$ cat src/rtl/crcpsf_pkg.sv
`timescale 1ns / 1ps

package crcpsf_pkg;

    localparam int unsigned ALIGN_BYTES = 4;
    localparam int unsigned CRC_BYTES   = 4;
    localparam int unsigned QUEUE_DEPTH = 4;
    localparam int unsigned QUEUE_AW    = $clog2(QUEUE_DEPTH);

    localparam logic [31:0] CRC_POLY = 32'hEDB8_8320;
    localparam logic [31:0] CRC_INIT = 32'hFFFF_FFFF;

    localparam logic OP_WRITE = 1'b0;
    localparam logic OP_CLOSE = 1'b1;

    typedef struct packed {
        logic       opcode;
        logic [7:0] data_byte;
    } in_word_t;

    typedef struct packed {
        logic [7:0]  out_byte;
        logic        out_last;
        logic [31:0] data_length;
        logic [31:0] storage_length;
    } out_word_t;

    typedef struct packed {
        logic       is_close;
        logic [7:0] data;
    } cmd_t;

    typedef struct packed {
        logic full;
        logic empty;
    } q_status_t;

    function automatic logic [31:0] crc_fold(input logic [31:0] crc, input logic [7:0] b);
        logic [31:0] c;
        c = crc ^ {24'd0, b};
        for (int k = 0; k < 8; k++) begin
            c = c[0] ? ((c >> 1) ^ CRC_POLY) : (c >> 1);
        end
        return c;
    endfunction

endpackage

$ cat src/rtl/crc32_padded_segment_framer_unit.sv
`timescale 1ns / 1ps
// channel | ports                      | carries
// input   | s_valid, s_ready, s_data   | opcode + data byte (in_word_t)
// output  | m_valid, m_ready, m_data   | one emitted byte + end mark, lengths
//
// A write word yields one output byte; writes stream at one per cycle while
// the output is not stalled. A close emits 0 to 3 zero pad bytes and the
// four CRC bytes, one per cycle while the output register drains.
// A 4-entry command queue takes input while the output side is stalled.
// aresetn is synchronous, active low; it restores CRC and byte count.

module crc32_padded_segment_framer_unit
    import crcpsf_pkg::*;
(
    input  logic      aclk,
    input  logic      aresetn,
    input  logic      s_valid,
    output logic      s_ready,
    input  in_word_t  s_data,
    output logic      m_valid,
    input  logic      m_ready,
    output out_word_t m_data
);

    q_status_t q_status;
    logic      push;
    logic      pop;
    cmd_t      push_cmd;
    cmd_t      head_cmd;

    crcpsf_front u_front (
        .s_valid  (s_valid),
        .s_ready  (s_ready),
        .s_data   (s_data),
        .q_status (q_status),
        .push     (push),
        .push_cmd (push_cmd)
    );

    crcpsf_queue u_queue (
        .aclk     (aclk),
        .aresetn  (aresetn),
        .push     (push),
        .push_cmd (push_cmd),
        .pop      (pop),
        .head_cmd (head_cmd),
        .status   (q_status)
    );

    crcpsf_back u_back (
        .aclk     (aclk),
        .aresetn  (aresetn),
        .q_status (q_status),
        .head_cmd (head_cmd),
        .pop      (pop),
        .m_valid  (m_valid),
        .m_ready  (m_ready),
        .m_data   (m_data)
    );

endmodule

$ cat src/rtl/crcpsf_queue.sv
`timescale 1ns / 1ps

module crcpsf_queue
    import crcpsf_pkg::*;
(
    input  logic      aclk,
    input  logic      aresetn,
    input  logic      push,
    input  cmd_t      push_cmd,
    input  logic      pop,
    output cmd_t      head_cmd,
    output q_status_t status
);

    cmd_t                entries_reg [QUEUE_DEPTH];
    logic [QUEUE_AW-1:0] wr_ptr_reg;
    logic [QUEUE_AW-1:0] rd_ptr_reg;
    logic [QUEUE_AW:0]   count_reg;

    assign status.full  = (count_reg == (QUEUE_AW + 1)'(QUEUE_DEPTH));
    assign status.empty = (count_reg == '0);
    assign head_cmd     = entries_reg[rd_ptr_reg];

    always_ff @(posedge aclk) begin
        if (!aresetn) begin
            wr_ptr_reg <= '0;
            rd_ptr_reg <= '0;
            count_reg  <= '0;
        end else begin
            if (push) begin
                entries_reg[wr_ptr_reg] <= push_cmd;
                wr_ptr_reg <= wr_ptr_reg + 1'b1;
            end
            if (pop) begin
                rd_ptr_reg <= rd_ptr_reg + 1'b1;
            end
            unique case ({push, pop})
                2'b10:   count_reg <= count_reg + 1'b1;
                2'b01:   count_reg <= count_reg - 1'b1;
                default: count_reg <= count_reg;
            endcase
        end
    end

endmodule

$ cat src/rtl/crcpsf_front.sv
`timescale 1ns / 1ps

module crcpsf_front
    import crcpsf_pkg::*;
(
    input  logic      s_valid,
    output logic      s_ready,
    input  in_word_t  s_data,
    input  q_status_t q_status,
    output logic      push,
    output cmd_t      push_cmd
);

    assign s_ready = !q_status.full;
    assign push    = s_valid && s_ready;

    always_comb begin
        push_cmd.is_close = (s_data.opcode == OP_CLOSE);
        // data byte is don't-care on close; zero it
        push_cmd.data     = (s_data.opcode == OP_WRITE) ? s_data.data_byte : 8'd0;
    end

endmodule

$ cat src/rtl/crcpsf_back.sv
`timescale 1ns / 1ps

module crcpsf_back
    import crcpsf_pkg::*;
(
    input  logic      aclk,
    input  logic      aresetn,
    input  q_status_t q_status,
    input  cmd_t      head_cmd,
    output logic      pop,
    output logic      m_valid,
    input  logic      m_ready,
    output out_word_t m_data
);

    typedef enum logic {
        ST_RUN,
        ST_CLOSE
    } state_t;

    state_t      state_reg;
    logic [31:0] crc_reg;
    logic [31:0] count_reg;
    logic [1:0]  pad_rem_reg;
    logic [1:0]  crc_idx_reg;
    logic [31:0] slen_reg;
    logic        m_valid_reg;
    out_word_t   m_data_reg;

    logic        slot_free;
    logic        load_out;
    logic [1:0]  pad_calc;
    logic [32:0] slen_sum;
    logic [31:0] slen_calc;
    logic [31:0] crc_out;
    logic [7:0]  crc_byte;

    assign slot_free = !m_valid_reg || m_ready;
    assign pop       = (state_reg == ST_RUN) && !q_status.empty && slot_free;
    assign load_out  = pop ? !head_cmd.is_close : ((state_reg == ST_CLOSE) && slot_free);

    always_comb begin
        pad_calc  = 2'(2'd0 - count_reg[1:0]);
        slen_sum  = {1'b0, count_reg} + 33'(pad_calc) + 33'(CRC_BYTES);
        slen_calc = slen_sum[32] ? 32'hFFFF_FFFF : slen_sum[31:0];
        crc_out   = ~crc_reg;
        crc_byte  = 8'(crc_out >> {~crc_idx_reg, 3'b000});
    end

    assign m_valid = m_valid_reg;
    assign m_data  = m_data_reg;

    always_ff @(posedge aclk) begin
        if (!aresetn) begin
            state_reg   <= ST_RUN;
            crc_reg     <= CRC_INIT;
            count_reg   <= '0;
            pad_rem_reg <= '0;
            crc_idx_reg <= '0;
            m_valid_reg <= 1'b0;
        end else begin
            if (m_ready && !load_out) begin
                m_valid_reg <= 1'b0;
            end
            unique case (state_reg)
                ST_RUN: begin
                    if (pop) begin
                        if (head_cmd.is_close) begin
                            state_reg   <= ST_CLOSE;
                            pad_rem_reg <= pad_calc;
                            crc_idx_reg <= '0;
                            slen_reg    <= slen_calc;
                        end else begin
                            crc_reg     <= crc_fold(crc_reg, head_cmd.data);
                            if (count_reg != 32'hFFFF_FFFF) begin
                                count_reg <= count_reg + 32'd1;
                            end
                            m_valid_reg <= 1'b1;
                            m_data_reg  <= '{out_byte: head_cmd.data, out_last: 1'b0,
                                             data_length: 32'd0, storage_length: 32'd0};
                        end
                    end
                end
                ST_CLOSE: begin
                    if (slot_free) begin
                        m_valid_reg <= 1'b1;
                        if (pad_rem_reg != 2'd0) begin
                            crc_reg     <= crc_fold(crc_reg, 8'd0);
                            pad_rem_reg <= pad_rem_reg - 2'd1;
                            m_data_reg  <= '{out_byte: 8'd0, out_last: 1'b0,
                                             data_length: 32'd0, storage_length: 32'd0};
                        end else if (crc_idx_reg == 2'(CRC_BYTES - 1)) begin
                            m_data_reg  <= '{out_byte: crc_byte, out_last: 1'b1,
                                             data_length: count_reg,
                                             storage_length: slen_reg};
                            crc_reg     <= CRC_INIT;
                            count_reg   <= '0;
                            state_reg   <= ST_RUN;
                        end else begin
                            m_data_reg  <= '{out_byte: crc_byte, out_last: 1'b0,
                                             data_length: 32'd0, storage_length: 32'd0};
                            crc_idx_reg <= crc_idx_reg + 2'd1;
                        end
                    end
                end
                default: state_reg <= ST_RUN;
            endcase
        end
    end

endmodule

$ cat config.mk
export PLATFORM = sky130hd
export DESIGN_NAME = crc32_padded_segment_framer_unit
export DESIGN_NICKNAME = d
export VERILOG_FILES = /design/src/rtl/crcpsf_pkg.sv /design/src/rtl/crc32_padded_segment_framer_unit.sv /design/src/rtl/crcpsf_queue.sv /design/src/rtl/crcpsf_front.sv /design/src/rtl/crcpsf_back.sv
export SDC_FILE = /design/constraint.sdc
export NUM_CORES = 1
export LEC_CHECK = 0
export BUFFER_PORTS_ARGS = -buffer_cell sky130_fd_sc_hd__buf_2
export CAP_MARGIN = 10
export CORE_ASPECT_RATIO = 0.8
export CORE_MARGIN = 2
export CORE_UTILIZATION = 41
export DETAILED_ROUTE_END_ITERATION = 6
export SLEW_MARGIN = 40
export SYNTH_ARGS = -nofsm -noshare
export SYNTH_HDL_FRONTEND = slang
export SYNTH_SLANG_ARGS = --single-unit
$ cat constraint.sdc
create_clock -name aclk -period 6.75 [get_ports aclk]
set_clock_uncertainty 0.15 [all_clocks]
set_input_delay 1.0125 -clock aclk [delete_from_list [all_inputs] [get_ports aclk]]
set_output_delay 1.0125 -clock aclk [all_outputs]
set_load 0.01 [all_outputs]
**Word-level counts from Yosys, hierarchy flattened**

Memories as Yosys holds them, arrays and structs flattened. A register that Yosys moved wholly into a read port is not among the register bits.
Cells that the tools add are included.
W data, S select, Z words.

- Shift operators: 1
- Equal/unequal tests: 15
- Muxes and demuxes: 65
- Bitwise gates (word level): 20
- Add/subtract/negate cells: 10
- Reductions and logical operators: 20

Operators with widths:

| operator | number |
|---|---|
| $mux W32 | 27 |
| $mux W73 | 4 |
| $not A13 Y14 | 16 |
| $pmux W73 S2 | 1 |
| $pmux W32 S2 | 2 |
| $mux W65 | 1 |
| $add A32 B2 Y33 | 1 |
| $add A33 B3 Y33 const B | 1 |
| $add A32 B1 Y32 const B | 1 |
| $ne A32 B32 Y1 const B | 1 |
| $not A32 Y32 | 1 |
| $shr A32 B5 Y8 | 1 |
| $xor A32 B8 Y32 | 1 |
| $mux W2 | 11 |
| $reduce_and A4 Y1 | 4 |
| $ne A2 B2 Y1 const B | 7 |
| $mux W1 | 13 |
| $mux W8 | 1 |
| $pmux W2 S2 | 2 |
| $add A2 B1 Y2 const B | 3 |
| $pmux W3 S2 | 1 |
| $reduce_and A6 Y1 | 1 |
| $logic_and A1 B1 Y1 | 5 |
| $logic_not A1 Y1 | 5 |
| 16 further kinds | 20 |

- Output and inout port bits: 75
- Register bits: 182
- Memories: 1
- Memory bits (writable): 36
- Logic and storage cells: 146
- Input port bits: 13

Memories:

| memory | depth | bits a word | read ports | clocked after Yosys merged registers in | write ports | line | source |
|---|---|---|---|---|---|---|---|
| u_queue.entries_reg | 4 | 9 | 1 | 1 | 1 | crcpsf_queue.sv:15 | `cmd_t entries_reg [QUEUE_DEPTH];` |

**Logic depth before layout (Yosys ltp)**

Gate-level depths: netlist of run 1.

- Depth after elaboration: 20
- Depth in mapped cells: 11
- Gate-level depth less buffers: 10

**Modules after synthesis**

From an unflattened synthesis of run 1, not the netlist that was laid out.

- Cells, all modules: 968
- Area total of the unflattened synthesis: 10989.3 um^2

By module, submodules not included:

| module | area an instance (um^2) | cells an instance | sequential area each (um^2) | instances |
|---|---|---|---|---|
| crcpsf_back | 9167.5 | 863 | 4554.4 | 1 |
| crcpsf_queue | 1754.2 | 94 | 1261.2 | 1 |
| crcpsf_front | 67.6 | 11 | 0.0 | 1 |

**Least setup slack after synthesis of run 1**

No wires, ideal clock.

- Path type: in2reg
- Start: input port m_ready
- End: register u_back.m_data_reg (netlist bit u_back.m_data[0]), enable pin
- Slack: 0.777 ns
- Library setup time: 0.528 ns
- Required time: 6.072 ns
- Arrival time: 5.295 ns
- Path buffers: 1
- Stages: 4
- Cell sequence: nor2b_1 -> or4_1 -> buf_2 -> a21oi_1

- Longest elaborated chain between the ends: 4
- Elaborated cells between the ends (all ways): 5
- Classes of those cells: 2 x eq/ne; 3 x reduce/logical

RTL lines:

| item | line | source |
|---|---|---|
| from (decl) | crc32_padded_segment_framer_unit.sv:21 | `input logic m_ready,` |
| $logic_or A1 B1 Y1 * | crcpsf_back.sv:38 | `assign slot_free = !m_valid_reg \|\| m_ready;` |
| $logic_and A1 B1 Y1 | crcpsf_back.sv:39 | `assign pop = (state_reg == ST_RUN) && !q_status.empty && slot_free;` |
| $ne A2 B1 Y1 (no source line) | -- |  |
| $reduce_and A4 Y1 (no source line) * | -- |  |
| to (signal assigned) | crcpsf_back.sv:79 | `m_data_reg <= '{out_byte: head_cmd.data, out_last: 1'b0,` |
| to (signal assigned) | crcpsf_back.sv:90 | `m_data_reg <= '{out_byte: 8'd0, out_last: 1'b0,` |
| to (signal assigned) | crcpsf_back.sv:93 | `m_data_reg <= '{out_byte: crc_byte, out_last: 1'b1,` |
| to (decl) | crcpsf_back.sv:28 | `out_word_t m_data_reg;` |

Every way passes the cells marked *; elsewhere a longest branch is shown, timed or not.
A chain may end at the register's enable or synchronous reset.

==> impl_metrics.csv, run 1 <==
group,metric,value,unit
setup_path,crit_path_max_fanout,19,
cts,ctsHoldBuffers,0,
cts,cts-buffers-inserted,23,
detailed_routing,postRouteAntennaNets,0,
power,p_leak,4.71,nW
synthesis,yosys.area.top_type,"edfxtp_1",
cells_and_area,layout-drive-gt1-share,0.168,
setup_path,criticalPathCategory,"register to register",
detailed_routing,vias,7667,
synthesis,synth_common_cells,"141 x edfxtp_1, 102 x xnor2_1, 87 x nand2_1",
detailed_routing,drtIter0Drc,853,
detailed_routing,dr.pass1.iters,7,
power,pwr-share-clk,0.217,
die,fp.dieW,190,µm
cts,clk_pin_slew,0.07,ns
setup_path,startpoint_type,"register",
timing,fin_tns_setup,0,ns
cells_and_area,fin_nets,1087,
setup_path,critPathMaxStageDelay,0.64,ns
synthesis,yosys.area.top_type_share,0.374,
synthesis,ys_types,59,
hold_path,hold_path_class,"register to register",
die,ios,88,
timing,rsz0062_at_grt,"false",
timing,tightest_slew,0.832,ns
detailed_routing,viasPerCell,5.31,
cts,clock_latency,0.51,ns
detailed_routing,wl_per_cell,18.8,µm
power,p_comb_frac,0.458,
timing,setup_viol,0,
timing,max_freq,274,MHz
job,drv_cap,0,
cts,clock_sinks,220,
cells_and_area,largest_reg_flops,73,
detailed_routing,drc,0,
timing,hold_violations,0,
setup_path,required,7.00,ns
place,dpl.hpwl,18.6,mm
place,gp_congestion,0.859,
power,intPower,0.00383,W
setup_path,cp-end-kind,"register",
synthesis,yosysMostFrequentCell,"edfxtp_1",
cts,cts_max_level,1,
timing,slew_viol_final,0,
power,sequentialPowerShare,0.326,
cts,tritoncts,"done",
power,p_per_area,465,nW/µm²
setup_path,slowest_stage,"or4_1",
synthesis,synth-seq-cells,220,
die,rows,54,
place,dpl.cell_count,1402,
power,ir_drop,0.000230,V
power,power_switching,0.00218,W
timing,period_share,0.542,
setup_path,worstPathArrival,3.90,ns
cts,root_buffer,"clkbuf_16",
power,p_sw_frac,0.363,
synthesis,synth_area_leaders,"edfxtp_1 37%, dfxtp_1 14%, xnor2_1 7.9%, xor2_1 5.0%, mux4_2 4.4%",
timing,maxSlewHeadroom,0.444,
cts,cts_setup_buffers,0,
grt,grt_max_degree,63,
synthesis,synth_ff_type,"edfxtp_1",
cts,cts_resized,0,
cells_and_area,syn2layout_area_growth,13.9,%
synthesis,netlist_area,11300,µm²
cells_and_area,insertedDiodeCount,0,
synthesis,ys_seq_area_frac,0.513,
setup_path,crit_family,"simple AND/OR/NAND/NOR gates",
die,coreArea,27200,µm²
grt,grt_overflow,0,
cts,cts_buffer_depth,3,
setup_path,cp_num_buf_inv,0,
grt,antenna_found_initial,0,
grt,grt_pass1_vias,7229,
synthesis,yosysWarnings,0,
grt,grt_usage,0.188,
synthesis,synthCells,1002,
die,die_y,153,µm
timing,finalCriticalPeriod,3.66,ns
synthesis,synth_edf_count,141,
synthesis,synth_area_per_cell,11.3,µm²
place,port_buffers,87,
cells_and_area,stdcell_count,1444,
synthesis,syn_nets,1026,
synthesis,async_flop_share,0,
setup_path,worstPathCellList,"mux4_2 > or4_1 > a22oi_4 > nand3_2 > nor3_1 > mux2_2",
outcome,status,"completed",
grt,grt_pass1_wl,42.8,mm
die,die_area,29000,µm²
die,start_util,0.416,
detailed_routing,drt-total-wl,27.1,mm
## through the flow
step                total power (W)  setup WS [ns]  hold slack, ns  instance area, µm²   util
finish                      0.00600           3.09           0.337               12900  0.474
global route                0.00636           2.86           0.349               12900  0.474
CTS                         0.00602           2.80           0.334               12900  0.474
detailed placement          0.00471           2.80           0.323               12100  0.445
global placement            0.00466           2.56           0.319               12100  0.443
floorplan                   0.00405          0.777           0.299               11300      -
## cells by family (layout without fill, tap and decap cells)
group                      count (synthesis)  count (layout)  share of synthesized area
and+or+nand+nor                          331             331                      0.150
DFF                                      220             220                      0.513
AOI/OAI and AO/OA                        143             143                     0.0767
muxes                                     26              26                     0.0474
buffers and inverters                     82             160                     0.0297
adders and majority gates                 11              11                     0.0128
xor gates and xnor gates                 189             189                      0.170
## cell usage in the layout (no fill, tap or decap), types with 23 or more instances in the layout
| master | n |
|---|---|
| dfxtp_1 | 78 |
| clkbuf_16 | 23 |
| edfxtp_1 | 141 |
| and2_1 | 66 |
| buf_2 | 87 |
| xnor2_1 | 101 |
| nor2_1 | 52 |
| o21ai_0 | 45 |
| a21oi_1 | 44 |
| nand2_1 | 86 |
| xor2_1 | 64 |
## area by class of cell
class,instances,area (µm²)
well taps,364,455
flip-flops and latches,220,5820
repair buffers,103,571
clock inverters,11,144
multi-input cells,700,5240
inverters,15,56.3
clock buffers,31,626
fillers,2492,14300
## path summary, 6_finish.rpt
| kind | from | end | slack, ns | cells past startpoint |
|---|---|---|---|---|
| min reg2reg | u_back.pad_rem_reg[0] | u_back.pad_rem_reg[0] | 0.34 | 1 |
| max | register | u_back.count_reg[29] | 3.09 | 6 |
| min | u_back.pad_rem_reg[0] | u_back.pad_rem_reg[0] | 0.34 | 1 |
| max reg2reg | register | u_back.count_reg[29] | 3.09 | 6 |
## layer usage
layer	global-route usage	routed length, µm
met2	0.246	10600
met5	0	0
met4	0.0358	432
met1	0.317	14100
met3	0.0316	2000
## power by group through the flow
stage	clock network (W)	registers [W]	logic, W
after floorplan	0	0.00194	0.00211
after global placement	0	0.00198	0.00268
after detailed placement	0	0.00198	0.00273
after CTS	0.00132	0.00196	0.00274
after global routing	0.00138	0.00199	0.00300
final	0.00130	0.00196	0.00275
Power figures use the tool's default switching activity.
==> run 2, diff against run 1 <==
clock period = 3.2 ns   (was 6.75 ns; I/O delays follow)
==> run 2 against run 1 <==
  * First-iteration DRC count is 29% lower
  * Count of clock-buffer cells in the layout is 5 lower
  * Combinational power is 130% higher
  * Critical path depth stayed put
  * Power is 120% higher
  * Wire length is 3.2% higher
  * Hold slack worse by 0.15 ns
  * Critical endpoint is now u_back.count_reg[7]
  * Die area stayed put
  * Worst setup slack worse by 2.8 ns
  * Sequential power is 110% higher
  * Sequential cell count stayed put
  * Largest cell class unchanged
==> impl_metrics.csv, run 2 (synthesis gave the netlist of run 1 again) <==
group,metric,value,unit
outcome,status,"completed",
place,gp_congestion,0.870,
cells_and_area,layout_common_cells,"141 x edfxtp_1, 102 x xnor2_1, 87 x nand2_1, 87 x buf_2, 78 x dfxtp_1",
timing,tightest_slew,0.724,ns
timing,hold_violations,0,
cells_and_area,insertedDiodeCount,0,
power,p_leak,4.96,nW
grt,grt_pass1_vias,7480,
setup_path,reg2reg_depth,6,
timing,timing.hold.ws,0.184,ns
cells_and_area,final_area,13300,µm²
timing,finalCriticalPeriod,2.90,ns
timing,max_freq,345,MHz
timing,setup_viol,0,
cts,tritoncts,"done",
die,rows,54,
setup_path,crit_cells,6,
setup_path,required,3.47,ns
detailed_routing,viasPerCell,5.30,
place,dpl.hpwl,19.7,mm
cells_and_area,fin_nets,1130,
timing,period_share,0.905,
grt,grt_overflow,0,
cts,ctsHoldBuffers,0,
power,p_per_area,1000,nW/µm²
setup_path,crit_end,"u_back.count_reg[7]",
die,start_util,0.416,
setup_path,cp-end-kind,"register",
power,ir_drop,0.000464,V
die,ios,88,
cells_and_area,syn2layout_area_growth,17.3,%
cts,cts-buffers-inserted,25,
timing,setup_slack,0.303,ns
die,die_y,153,µm
detailed_routing,postRouteAntennaNets,0,
hold_path,hold_path_depth,1,
die,fp.dieW,190,µm
timing,maxSlewHeadroom,0.514,
grt,grt_usage,0.194,
setup_path,startpoint_type,"register",
place,dpl-instance-area,12400,µm²
cells_and_area,postLayoutCoreUtil,0.488,
die,coreArea,27200,µm²
place,port_buffers,87,
cts,clock_latency,0.52,ns
cts,clk_pin_slew,0.06,ns
setup_path,worstPathArrival,3.17,ns
setup_path,r2r_slack,0.30,ns
grt,antenna_found_initial,0,
cells_and_area,final_common_cell,"edfxtp_1",
hold_path,hold_path_class,"primary input to register",
job,drv_cap,0,
setup_path,r2r_end,"u_back.count_reg[7]",
setup_path,criticalPathCategory,"register to register",
timing,rsz0062_at_grt,"false",
cells_and_area,largest_reg_flops,73,
detailed_routing,dr.pass1.iters,4,
setup_path,crit_path_max_fanout,7,
setup_path,slowest_stage,"or4_1",
cts,root_buffer,"clkbuf_16",
setup_path,crit_family,"simple AND/OR/NAND/NOR gates",
cts,cts_resized,0,
detailed_routing,drt-total-wl,28.0,mm
cells_and_area,layout-drive-gt1-share,0.196,
detailed_routing,wl_per_cell,18.8,µm
cts,cts_buffer_depth,3,
cts,clock_sinks,220,
place,dp_slack,0.322,ns
detailed_routing,vias,7888,
setup_path,critPathMaxStageDelay,0.62,ns
detailed_routing,drc,0,
grt,grt_max_degree,63,
setup_path,worstPathCellList,"mux4_2 > or4_1 > a22o_1 > nor3_1 > a21oi_1 > a311oi_1",
setup_path,cp_num_buf_inv,0,
cts,cts_setup_buffers,0,
die,die_area,29000,µm²
detailed_routing,drtIter0Drc,609,
timing,slew_viol_final,0,
cts,cts_max_level,1,
grt,grt_pass1_wl,44.2,mm
## run 2: area by class of cell
class,count,area [µm²]
clock buffer,26,629
multi-input combinational,700,5210
sequential,220,5820
tap,364,455
timing repair buffer,144,876
fill,2451,13900
inverter,15,56.3
clock inverter,19,259
## run 2: worst min-delay path by stage
stage                          startpoint                        end  slack, ns
floorplan           u_back.pad_rem_reg[0]      u_back.pad_rem_reg[0]       0.30
global placement    u_back.pad_rem_reg[0]      u_back.pad_rem_reg[0]       0.32
detailed placement  u_back.pad_rem_reg[0]      u_back.pad_rem_reg[0]       0.32
CTS                             s_data[8]  u_queue.entries_reg[1][8]       0.17
global route                    s_data[8]  u_queue.entries_reg[1][8]       0.19
finish                          s_data[8]  u_queue.entries_reg[1][8]       0.18
## run 2: per-layer routing
| metal | vias to the layer above | GRT usage | wire, µm |
|---|---|---|---|
| met5 | - | 0 | 0 |
| met4 | 0 | 0.0380 | 468 |
| met3 | 33 | 0.0380 | 2100 |
| met2 | 284 | 0.259 | 11000 |
| met1 | 3795 | 0.320 | 14400 |
| li1 | 3776 | - | - |
## run 2: metrics by stage
step | cells | power, W | setup TNS (ns)
finish | 1488 | 0.0134 | 0
detailed placement | 1443 | 0.0103 | 0
global placement | 1443 | 0.0102 | 0
CTS | 1488 | 0.0134 | 0
global route | 1488 | 0.0141 | 0
floorplan | 1002 | 0.00854 | -8.24
## run 2: where the power goes
part	total, W	internal (W)	switching, W	leakage [nW]
clock	0.00309	0.00192	0.00117	0.431
sequential	0.00403	0.00366	0.000367	1.97
combinational	0.00624	0.00305	0.00319	2.56
